### src/ccde_pkg.sv
`timescale 1ns / 1ps
package ccde_pkg;

  // datapath operations, one per controller step
  typedef enum logic [4:0] {
    OP_NOP, OP_LOAD, OP_LATCH, OP_DIV_MOD, OP_DIV_K, OP_SET_K, OP_MUL_A, OP_SET_A,
    OP_MUL_U, OP_SET_U, OP_MUL_UT, OP_DIV_T, OP_SET_T, OP_MUL_S, OP_SET_S, OP_SET_CS,
    OP_RD, OP_MUL_DX, OP_SET_DX, OP_MUL_DY, OP_SET_DY, OP_MUL_MX, OP_SET_MX, OP_MUL_MY,
    OP_SET_M, OP_MUL_W, OP_SET_W, OP_MUL_N, OP_SET_N, OP_DIV_Q, OP_ADD_T, OP_OUT
  } dp_op_e;

  typedef struct packed {
    dp_op_e     op;
    logic       sel;   // 0: sine of r, 1: sine of quarter minus r
    logic [2:0] m;     // taylor term
  } dp_cmd_t;

  typedef struct packed {
    logic div_busy;
    logic den_zero;
    logic out_busy;
    logic n_zero;
    logic last_term;
  } dp_stat_t;

  // exact division by a taylor divisor: shift out the power of two,
  // multiply by the rounded-up reciprocal of the odd part, shift down
  typedef struct packed {
    logic [1:0]  pre;
    logic [31:0] mul;
    logic [5:0]  post;
  } taylor_rcp_t;

  // register addresses (word index)
  localparam logic REG_CLUSTERS = 1'b0;
  localparam logic REG_PERIOD   = 1'b1;

  localparam logic [4:0]  CLUSTERS_RST = 5'd1;
  localparam logic [31:0] PERIOD_RST   = 32'd86400;

  localparam logic [33:0] TWO_PI_Q30  = 34'd6746518852;
  localparam logic [33:0] INV_2PI_Q32 = 34'd683565276;
  localparam logic [63:0] ONE_Q30     = 64'h0000_0000_4000_0000;
  localparam logic [62:0] ONE_Q58     = 63'h0400_0000_0000_0000;
  localparam logic [63:0] TERM_CAP    = 64'h0000_0100_0000_0000;

  // reciprocal of the taylor divisor 2m*(2m+1), exact for dividends below 2^32
  function automatic taylor_rcp_t taylor_rcp(input logic [2:0] m);
    taylor_rcp_t c;
    case (m)
      3'd1:    c = '{pre: 2'd1, mul: 32'd2863311531, post: 6'd33};  // 2 * 3
      3'd2:    c = '{pre: 2'd2, mul: 32'd3435973837, post: 6'd34};  // 4 * 5
      3'd3:    c = '{pre: 2'd1, mul: 32'd3272356036, post: 6'd36};  // 2 * 21
      3'd4:    c = '{pre: 2'd3, mul: 32'd3817748708, post: 6'd35};  // 8 * 9
      3'd5:    c = '{pre: 2'd1, mul: 32'd2498890064, post: 6'd37};  // 2 * 55
      3'd6:    c = '{pre: 2'd2, mul: 32'd3524075731, post: 6'd37};  // 4 * 39
      3'd7:    c = '{pre: 2'd1, mul: 32'd2617884829, post: 6'd38};  // 2 * 105
      default: c = '{pre: 2'd1, mul: 32'd2863311531, post: 6'd33};
    endcase
    return c;
  endfunction

endpackage

### src/ccde_ctrl.sv
`timescale 1ns / 1ps
module ccde_ctrl import ccde_pkg::*; #(
  parameter int AW = 4
) (
  input  logic          clk_i,
  input  logic          rst_ni,
  input  logic          in_valid_i,
  input  logic          in_op_i,
  output logic          in_ready_o,
  input  dp_stat_t      stat_i,
  output dp_cmd_t       cmd_o,
  output logic [AW-1:0] idx_o
);

  localparam logic [4:0] ST_IDLE  = 5'd0,  ST_MOD   = 5'd1,  ST_KDIV  = 5'd2,
                         ST_SETK  = 5'd3,  ST_MULA  = 5'd4,  ST_SETA  = 5'd5,
                         ST_MULU  = 5'd6,  ST_SETU  = 5'd7,  ST_MULUT = 5'd8,
                         ST_DIVT  = 5'd9,  ST_SETT  = 5'd10, ST_MULS  = 5'd11,
                         ST_SETS  = 5'd12, ST_SETCS = 5'd13, ST_RD    = 5'd14,
                         ST_MDX   = 5'd15, ST_SDX   = 5'd16, ST_MDY   = 5'd17,
                         ST_SDY   = 5'd18, ST_MMX   = 5'd19, ST_SMX   = 5'd20,
                         ST_MMY   = 5'd21, ST_SMY   = 5'd22, ST_MW    = 5'd23,
                         ST_SW    = 5'd24, ST_MN    = 5'd25, ST_SN    = 5'd26,
                         ST_DIVQ  = 5'd27, ST_ADD   = 5'd28, ST_OUT   = 5'd29,
                         ST_DWAIT = 5'd30;

  logic [4:0]    state_q, state_d, ret_q, ret_d;
  logic [2:0]    m_q, m_d;
  logic          sel_q, sel_d;
  logic [AW-1:0] idx_q, idx_d;
  dp_op_e        op;

  // next state and command
  always_comb begin
    state_d = state_q;
    ret_d   = ret_q;
    m_d     = m_q;
    sel_d   = sel_q;
    idx_d   = idx_q;
    op      = OP_NOP;
    case (state_q)
      ST_IDLE: begin
        if (in_valid_i) begin
          if (in_op_i) begin
            op      = OP_LATCH;
            state_d = ST_MOD;
          end else begin
            op = OP_LOAD;
          end
        end
      end
      ST_MOD:  begin op = OP_DIV_MOD; ret_d = ST_KDIV; state_d = ST_DWAIT; end
      ST_KDIV: begin op = OP_DIV_K;   ret_d = ST_SETK; state_d = ST_DWAIT; end
      ST_SETK: begin op = OP_SET_K; sel_d = 1'b0; state_d = ST_MULA; end
      ST_MULA: begin op = OP_MUL_A; state_d = ST_SETA; end
      ST_SETA: begin op = OP_SET_A; state_d = ST_MULU; end
      ST_MULU: begin op = OP_MUL_U; state_d = ST_SETU; end
      ST_SETU: begin op = OP_SET_U; m_d = 3'd7; state_d = ST_MULUT; end
      ST_MULUT: begin op = OP_MUL_UT; state_d = ST_DIVT; end
      ST_DIVT: begin op = OP_DIV_T; state_d = ST_SETT; end
      ST_SETT: begin
        op = OP_SET_T;
        if (m_q == 3'd1) begin
          state_d = ST_MULS;
        end else begin
          m_d     = m_q - 3'd1;
          state_d = ST_MULUT;
        end
      end
      ST_MULS: begin op = OP_MUL_S; state_d = ST_SETS; end
      ST_SETS: begin
        op = OP_SET_S;
        if (!sel_q) begin
          sel_d   = 1'b1;
          state_d = ST_MULA;
        end else begin
          state_d = ST_SETCS;
        end
      end
      ST_SETCS: begin
        op      = OP_SET_CS;
        idx_d   = '0;
        state_d = stat_i.n_zero ? ST_OUT : ST_RD;
      end
      ST_RD:  begin op = OP_RD;     state_d = ST_MDX; end
      ST_MDX: begin op = OP_MUL_DX; state_d = ST_SDX; end
      ST_SDX: begin op = OP_SET_DX; state_d = ST_MDY; end
      ST_MDY: begin op = OP_MUL_DY; state_d = ST_SDY; end
      ST_SDY: begin op = OP_SET_DY; state_d = ST_MMX; end
      ST_MMX: begin op = OP_MUL_MX; state_d = ST_SMX; end
      ST_SMX: begin op = OP_SET_MX; state_d = ST_MMY; end
      ST_MMY: begin op = OP_MUL_MY; state_d = ST_SMY; end
      ST_SMY: begin op = OP_SET_M;  state_d = ST_MW;  end
      ST_MW:  begin op = OP_MUL_W;  state_d = ST_SW;  end
      ST_SW:  begin op = OP_SET_W;  state_d = ST_MN;  end
      ST_MN:  begin op = OP_MUL_N;  state_d = ST_SN;  end
      ST_SN:  begin op = OP_SET_N;  state_d = ST_DIVQ; end
      ST_DIVQ: begin
        if (stat_i.den_zero) begin
          state_d = ST_ADD;
        end else begin
          op      = OP_DIV_Q;
          ret_d   = ST_ADD;
          state_d = ST_DWAIT;
        end
      end
      ST_ADD: begin
        op = OP_ADD_T;
        if (stat_i.last_term) begin
          state_d = ST_OUT;
        end else begin
          idx_d   = idx_q + AW'(1);
          state_d = ST_RD;
        end
      end
      ST_OUT: begin
        if (!stat_i.out_busy) begin
          op      = OP_OUT;
          state_d = ST_IDLE;
        end
      end
      ST_DWAIT: begin
        if (!stat_i.div_busy) begin
          state_d = ret_q;
        end
      end
      default: state_d = ST_IDLE;
    endcase
  end

  always_ff @(posedge clk_i or negedge rst_ni) begin
    if (!rst_ni) begin
      state_q <= ST_IDLE;
      ret_q   <= ST_IDLE;
      m_q     <= 3'd7;
      sel_q   <= 1'b0;
      idx_q   <= '0;
    end else begin
      state_q <= state_d;
      ret_q   <= ret_d;
      m_q     <= m_d;
      sel_q   <= sel_d;
      idx_q   <= idx_d;
    end
  end

  assign in_ready_o = state_q == ST_IDLE;
  assign cmd_o.op   = op;
  assign cmd_o.sel  = sel_q;
  assign cmd_o.m    = m_q;
  assign idx_o      = idx_q;

endmodule

### config.mk
export PLATFORM = sky130hd
export DESIGN_NAME = ccde_ctrl
export DESIGN_NICKNAME = d
export VERILOG_FILES = /design/src/ccde_pkg.sv /design/src/ccde_ctrl.sv
export SDC_FILE = /design/constraint.sdc
export NUM_CORES = 1
export LEC_CHECK = 0
export ABC_AREA = 1
export BUFFER_PORTS_ARGS = -buffer_cell sky130_fd_sc_hd__buf_2
export CAP_MARGIN = 20
export CORE_UTILIZATION = 40
export DETAILED_ROUTE_END_ITERATION = 10
export GPL_TIMING_DRIVEN = 0
export HOLD_SLACK_MARGIN = 0.03
export PLACE_DENSITY = 0.69
export SLEW_MARGIN = 10
export SYNTH_ARGS = -nofsm -noshare
export SYNTH_HDL_FRONTEND = slang
export SYNTH_SLANG_ARGS = --single-unit
### constraint.sdc
create_clock -name clk_i -period 1.3 [get_ports clk_i]
set_input_delay 0.13 -clock clk_i [delete_from_list [all_inputs] [get_ports clk_i]]
set_output_delay 0.13 -clock clk_i [all_outputs]
set_load 0.01 [all_outputs]
==> results of run 1 <==
repair_timing:
action / in CTS / in global routing
hold endpoints to repair: 14 / 0
setup endpoints to repair: 21 / 21
setup buffers: 12 / 4
gates resized for setup: 49 / 32
gates cloned: 1 / 0
pin swaps: 12 / 5
hold buffers: 1 / 0
flip-flops by register name, summed over array words and instances (netlist names):
signal and count:
m_q 3, sel_q 1, state_q 5, ret_q 3, idx_o 4
synth_stat cells, types with 3 or more instances:
master	instances	share of area, %
nand3b_1	4	2.1
nor2_1	49	13
inv_1	28	7.2
nand2_2	3	1.3
ha_1	3	2.6
nor3_1	6	2.1
nand3_1	29	9.9
o21ai_0	8	2.7
inv_2	4	1.0
nand2_1	73	19
dfstp_2	3	5.4
a21oi_1	7	2.4
dfrtp_1	13	22
o211ai_1	3	1.5
nand4_1	5	2.1
layer usage:
metal  wire (um)  part of all wire [%]
met5           0                     0
met4         323                   6.2
met3         436                   8.4
met2        2360                    46
met1        2060                    40
cells by family after synthesis:
family	share of synthesized area, %
AND/OR/NAND/NOR	51.8
buffers and inverters	10.2
AO/OA/AOI/OAI	7.20
flip-flops	27.7
adder cells (fa/ha/maj)	2.57
XOR/XNOR	0.600
layout make-up:
class | instances | area, um^2
buffer | 4 | 48.8
clock buffer | 4 | 36.3
fill | 294 | 1250
inverter | 32 | 140
multi-input combinational | 196 | 1150
sequential | 16 | 409
tap | 46 | 57.6
timing repair buffer | 40 | 325
metrics by stage:
step | std cells | setup TNS, ns | hold WS, ns | util [%] | power [mW]
finish | 338 | -5.36 | 0.0585 | 63.5 | 5.56
global route | 338 | -7.17 | 0.0734 | 63.5 | 5.93
CTS | 334 | -4.69 | 0.0584 | 58.7 | 4.94
detailed placement | 316 | -4.98 | 0.0581 | 48.2 | 3.74
global placement | 316 | -5.24 | 0.0586 | 48.2 | 3.75
floorplan | 248 | -0.322 | -0.166 | - | 2.90
worst min-delay path by stage:
stage	startpoint	endpoint
finish	stat_i[4]	state_q[1]
global route	stat_i[4]	state_q[1]
CTS	stat_i[4]	state_q[1]
detailed placement	rst_ni	sel_q
global placement	rst_ni	sel_q
floorplan	rst_ni	idx_o[0]
power by group through the flow:
stage / Combinational, mW / Clock (mW) / Sequential, mW
2_1_floorplan: 1.94 / 0 / 0.960
3_3_place_gp: 2.77 / 0 / 0.981
4_1_cts: 3.57 / 0.337 / 1.03
3_5_place_dp: 2.75 / 0 / 0.984
6_report: 4.15 / 0.336 / 1.07
5_1_grt: 4.46 / 0.369 / 1.10
critical path, cell delays in order (launching register included):
cell	delay (ns)
dfrtp_2	0.51
buf_6	0.16
nand3_4	0.10
inv_1	0.06
nand2_1	0.07
o21ai_0	0.12
nor3_2	0.24
nand2_1	0.10
buf_2	0.15
==> qor.yml, run 1 <==
hp-class: "primary input to register"
synthCells: 248
ys_warn_count: 0
startpoint: "state_q[4]"
diodes: 0
power_frac_seq_pct: 19.2
worstReg2RegEnd: "state_q[0]"
postPlaceCellArea_mm2: 0.00165
portBuffers: 22
setup_ws_ns: -0.644
htree_levels: 1
post-dp-hpwl_um: 3350
die_h_um: 62.4
status: "complete, but fails checks"
remaining_drc_errors: 0
avgSynthCellArea_um2: 5.89
final-hold-violation-count: 0
final_common_cell: "nand2_1"
rows: 21
synth_edf_count: 0
viasPerCell: 5.59
crit_path_end_kind: "output pin"
wl_per_cell_um: 15.3
path_clk_slew_ns: 0.09
met3_usage_pct: 6.02
drv_slew: 0
grt_max_degree: 17
pre_cts_ws_ns: -0.498
maxSlewHeadroom_pct: 75.7
grt-busiest-layer: "met2"
drt-total-wl_um: 5180
grt_pass1_wl_um: 8110
cellLeakagePower_nw: 1.19
drive_gt1_share_pct: 39.4
grt.met1_usage_pct: 32.1
met2_usage_pct: 42.3
first_iter_violations: 92
start_kind: "register"
cap_violations: 0
synth_flop_cell: "dfrtp_1"
clk_latency_ns: 0.30
violations: "setup timing"
worst_ep_required_time_ns: 1.17
pwr-share-comb_pct: 74.7
syn-num-nets: 260
clock-root-buffer: "clkbuf_4"
grt_usage_pct: 26.2
r2r_slack_ns: -0.34
internal_power_mw: 2.63
final_cell_mix: "63 x nand2_1, 37 x nor2_1, 22 x buf_2"
fin_nets: 305
hold_depth: 3
critPathKind: "register to output pin"
skew_ns: 0.00989
syn_area_mm2: 0.00146
fmax_ghz: 0.514
place_congestion: 0.983
setup_viol: 21
die_width_um: 62.4
critPathMaxFanout: 7
grt_pass1_vias: 1817
rsz0062_at_grt: "true"
design.die.area_mm2: 0.00390
switching_share_pct: 52.6
ys_types: 23
syn2layout_area_growth_pct: 48.6
ir_drop_uv: 1390
antenna_found_initial: 0
final_area_mm2: 0.00217
via_count: 1889
cts.sinks: 16
io_pins: 23
period_needed_ns: 1.94
p_switching_mw: 2.92
endpoint: "cmd_o[4]"
numCtsBuffers: 3
core_area_mm2: 0.00342
tightest_slew_ns: 0.365
ys_seq_area_share_pct: 27.7
async_flop_share_pct: 100
first_pass_iters: 5
cts_tree: "done"
power_density_mw_per_mm2: 2560
initial_utilization_pct: 42.7
worstPathArrival_ns: 1.81
r2r-start: "state_q[4]"
ff2ff_path_depth: 10
ant_nets: 0
fin_crit_sh_pct: 150
ys_ff_latch: 16
clockPowerShare_pct: 6.1
cts_max_path_buffers: 2
overflow: 0
(Power assumes the default switching activity.)
==> run 2, diff against run 1 <==
- CORE_UTILIZATION: 40 -> 51
- PLACE_DENSITY: 0.69 -> 0.83
==> qor.yml, run 2 (synthesized netlist as in run 1, its figures left out) <==
status: "complete, but fails checks"
violations: "setup timing"
p_switching_mw: 3.10
final-hold-violation-count: 0
die_width_um: 55.5
cellLeakagePower_nw: 1.21
fin_nets: 313
hold_depth: 3
via_count: 2121
power_density_mw_per_mm2: 2590
ff2ff_path_depth: 9
start_kind: "register"
final_common_cell: "nand2_1"
path_clk_slew_ns: 0.08
power_frac_seq_pct: 18.8
grt_pass1_vias: 1677
antenna_found_initial: 0
first_iter_violations: 256
stdcell_count: 331
grt_usage_pct: 30.7
setup_ws_ns: -0.653
clockPowerShare_pct: 6.2
grt_pass1_wl_um: 7380
cts_max_path_buffers: 2
worstReg2RegEnd: "idx_o[3]"
largest_reg_flops: 5
clock-root-buffer: "clkbuf_4"
r2r_slack_ns: -0.38
syn2layout_area_growth_pct: 47.4
worstPathArrival_ns: 1.82
hp-start: "stat_i[2]"
initial_utilization_pct: 53.4
rows: 19
io_pins: 23
regMostFlops: "state_q"
crit_path_end_kind: "output pin"
remaining_drc_errors: 0
maxSlewHeadroom_pct: 76.6
core_area_mm2: 0.00273
skew_ns: 0.0220
grt_max_degree: 17
slowest_stage: "dfrtp_2"
drt-total-wl_um: 6000
clk_latency_ns: 0.31
critPathKind: "register to output pin"
drive_gt1_share_pct: 43.3
place_congestion: 1.01
dp.cells: 301
path_cells: "buf_6 -> nand3_4 -> inv_1 -> nand2_1 -> o21ai_1 -> nor3_2 -> nand2_1 -> buf_2"
cts_tree: "done"
die_h_um: 55.5
cap_violations: 0
diodes: 0
cts.sinks: 16
postPlaceCellArea_mm2: 0.00163
wl_per_cell_um: 18.1
fmax_ghz: 0.512
setup_viol: 21
slowest_delay_ns: 0.49
cp_common_cell: "nand2_1"
min_to: "state_q[0]"
pwr-share-comb_pct: 75.1
internal_power_mw: 2.48
rsz0062_at_grt: "true"
viasPerCell: 6.41
ir_drop_uv: 1920
final_cell_mix: "59 x nand2_1, 34 x nor2_1, 22 x buf_4, 22 x buf_2, 19 x nand3_1"
hp-class: "primary input to register"
critPathMaxFanout: 7
numCtsBuffers: 3
period_needed_ns: 1.95
worst_ep_required_time_ns: 1.17
r2r-start: "state_q[1]"
post-dp-hpwl_um: 3200
design.die.area_mm2: 0.00308
switching_share_pct: 55.6
tightest_slew_ns: 0.351
fin_crit_sh_pct: 150
portBuffers: 22
drv_slew: 0
ant_nets: 0
first_pass_iters: 8
htree_levels: 1
final_area_mm2: 0.00215
overflow: 0
-- run 2: per-layer routing --
layer | GRT usage, % | routed length (um) | vias up | part of all wire, %
met4 | 18.9 | 449 | 0 | 7.5
met3 | 8.43 | 795 | 67 | 13
met2 | 47.3 | 2610 | 220 | 43
met1 | 38.0 | 2150 | 929 | 36
met5 | 0 | 0 | - | 0
li1 | - | - | 905 | -
-- run 2: area by class of cell --
type,instances,area [um^2]
inverters,32,138
well taps,31,38.8
repair buffers,48,327
multi-input cells,196,1160
fillers,177,582
clock buffers,4,36.3
flip-flops and latches,16,409
plain buffers,4,41.3
-- run 2: what timing repair did --
action | in CTS | in global routing
hold endpoints to repair | 16 | 0
pin swaps | 7 | 16
setup buffers | 13 | 12
setup endpoints to repair | 21 | 21
resized for setup | 24 | 67
hold buffers | 1 | 0
gates cloned | 0 | 0
-- run 2: how the worst max path moves through the flow --
stage,from,end,slack [ns]
floorplan,state_q[2],cmd_o[7],-0.06
global placement,state_q[2],cmd_o[4],-0.47
detailed placement,state_q[2],cmd_o[4],-0.47
CTS,state_q[3],cmd_o[4],-0.54
global route,state_q[1],cmd_o[8],-0.70
finish,state_q[2],cmd_o[4],-0.65
-- run 2: worst max-delay path, delay by kind of cell, from the launching register on --
| family | cells | cell delay, ns |
|---|---|---|
| and+or+nand+nor | 4 | 0.55 |
| DFF | 1 | 0.49 |
| buffers and inverters | 3 | 0.40 |
| AOI/OAI and AO/OA | 1 | 0.10 |
-- run 2: metrics by stage --
step	utilization (%)	total power [mW]	hold slack, ns	setup TNS (ns)	worst slack [ns]
after floorplan	-	2.90	-0.166	-0.322	-0.0573
after global placement	59.6	3.67	0.0512	-4.36	-0.469
after detailed placement	59.6	3.71	0.0522	-4.45	-0.467
after CTS	67.5	4.49	0.0532	-5.04	-0.537
after global routing	78.7	5.86	0.113	-8.07	-0.700
final	78.7	5.58	0.0939	-6.60	-0.653
-- run 2: power groups by stage --
stage / clock network, mW / logic (mW) / registers, mW
after floorplan: 0 / 1.94 / 0.960
after global placement: 0 / 2.70 / 0.970
after detailed placement: 0 / 2.73 / 0.979
after CTS: 0.336 / 3.17 / 0.982
after global routing: 0.363 / 4.44 / 1.06
final: 0.344 / 4.19 / 1.05
==> run 3, diff against run 2 <==
- CORE_UTILIZATION: 51 -> 56
- PLACE_DENSITY: 0.83 -> 0.86
- clock period: 1.3 -> 2.1 ns (I/O delays scaled with it)
==> qor.yml, run 3 (synthesized netlist as in run 1, its figures left out) <==
die_h_um: 53.1
io_pins: 23
clock-root-buffer: "clkbuf_4"
grt_usage_pct: 35.3
multi_input_area_mm2: 0.00100
viasPerCell: 6.04
first_pass_iters: 7
drv_slew: 0
final_cell_mix: "68 x nand2_1, 42 x nor2_1, 24 x nand3_1"
fmax_ghz: 0.479
wl_per_cell_um: 15.9
hold_depth: 3
final_common_cell: "nand2_1"
start_kind: "register"
via_count: 1932
seq_area_um2: 409
postPlaceCellArea_mm2: 0.00161
final_area_mm2: 0.00188
tightest_slew_ns: 0.441
crit_path_end_kind: "output pin"
grt_pass1_wl_um: 6960
switching_share_pct: 54.7
syn2layout_area_growth_pct: 28.4
ant_nets: 0
rsz0062_at_grt: "true"
path_clk_slew_ns: 0.10
htree_levels: 1
core_area_mm2: 0.00248
maxSlewHeadroom_pct: 70.4
portBuffers: 22
cp_common_cell: "nand2_1"
cts_tree: "done"
rows: 18
design.die.area_mm2: 0.00282
hp-class: "primary input to register"
period_needed_ns: 2.09
final-hold-violation-count: 0
critPathKind: "register to output pin"
remaining_drc_errors: 0
largest_reg_flops: 5
fin_crit_sh_pct: 99.5
cap_violations: 0
path_cells: "nand2_4 -> clkinvlp_4 -> buf_4 -> nand2_1 -> nand2_2 -> nor3_2 -> nand2_1 -> buf_2"
drt-total-wl_um: 5090
worstPathArrival_ns: 1.88
status: "finished clean"
overflow: 0
power_density_mw_per_mm2: 1580
setup_tns_ns: 0
place_congestion: 0.993
grt_pass1_vias: 1562
drive_gt1_share_pct: 30.0
stdcell_count: 320
power_frac_seq_pct: 21.7
worstReg2RegEnd: "state_q[3]"
r2r_slack_ns: 0.35
clk_latency_ns: 0.29
hp-start: "stat_i[4]"
ff2ff_path_depth: 8
regMostFlops: "state_q"
r2r-start: "state_q[3]"
slowest_stage: "dfrtp_2"
clockPowerShare_pct: 7.2
fillers: 200
cts.sinks: 16
critPathMaxFanout: 7
finalPower_mw: 2.96
post-dp-hpwl_um: 3480
ir_drop_uv: 1270
diodes: 0
skew_ns: 0.00341
fin_nets: 303
first_iter_violations: 179
p_switching_mw: 1.62
die_width_um: 53.1
cts_max_path_buffers: 2
worst_ep_required_time_ns: 1.89
cellLeakagePower_nw: 1.11
antenna_found_initial: 0
internal_power_mw: 1.34
min_to: "state_q[1]"
grt_max_degree: 17
setup_viol: 0
slowest_delay_ns: 0.52
pwr-share-comb_pct: 71.1
numCtsBuffers: 3
final_util_pct: 75.7
dp.cells: 300
initial_utilization_pct: 58.9
## run 3: worst max path at each step
stage | depth (start not counted) | slack, ns | from | end
final | 8 | 0.01 | state_q[3] | cmd_o[4]
after global routing | 9 | -0.06 | state_q[3] | cmd_o[4]
after CTS | 10 | 0.03 | state_q[1] | cmd_o[4]
after detailed placement | 8 | 0.19 | state_q[2] | cmd_o[4]
after global placement | 8 | 0.14 | state_q[2] | cmd_o[4]
after floorplan | 7 | 0.53 | state_q[2] | cmd_o[4]
## run 3: stage by stage
step	setup WS [ns]	hold WS, ns
5_1_grt	-0.0567	0.151
2_1_floorplan	0.525	-0.0856
3_3_place_gp	0.140	0.130
6_report	0.0103	0.151
3_5_place_dp	0.186	0.145
4_1_cts	0.0338	0.148
## run 3: repair_timing
| item | CTS | global route |
|---|---|---|
| hold endpoints to repair | 13 | 0 |
| pin swaps | 0 | 9 |
| gates resized for setup | 4 | 33 |
| hold buffers | 1 | 0 |
| endpoints found under the setup margin | 4 | 5 |
| buffers inserted | 1 | 14 |
## run 3: critical path: cells and delay by family (launching register included)
family | cells | cell delay [ns]
buffers and inverters | 3 | 0.52
flip-flops | 1 | 0.52
AND/OR/NAND/NOR | 5 | 0.54
## run 3: per-layer routing
| metal | vias to the layer above | track usage [%] | part of all wire [%] |
|---|---|---|---|
| met4 | 0 | 10.5 | 5.0 |
| met1 | 843 | 43.9 | 35 |
| met3 | 44 | 7.47 | 14 |
| li1 | 882 | - | - |
| met5 | - | 0 | 0 |
| met2 | 163 | 60.3 | 47 |
## run 3: cell type report
cell class | instances | share of cell area [%]
clock buffer | 4 | 1.93
buffer | 4 | 1.80
tap | 30 | 2.00
multi-input combinational | 196 | 53.4
inverter | 32 | 6.60
timing repair buffer | 38 | 12.4
sequential | 16 | 21.8
## run 3: power by group through the flow
stage          clock network, mW  logic [mW]  registers, mW
6_report                   0.212        2.10          0.643
5_1_grt                    0.231        2.28          0.651
4_1_cts                    0.214        1.69          0.603
3_5_place_dp                   0        1.68          0.603
3_3_place_gp                   0        1.66          0.597
2_1_floorplan                  0        1.18          0.577
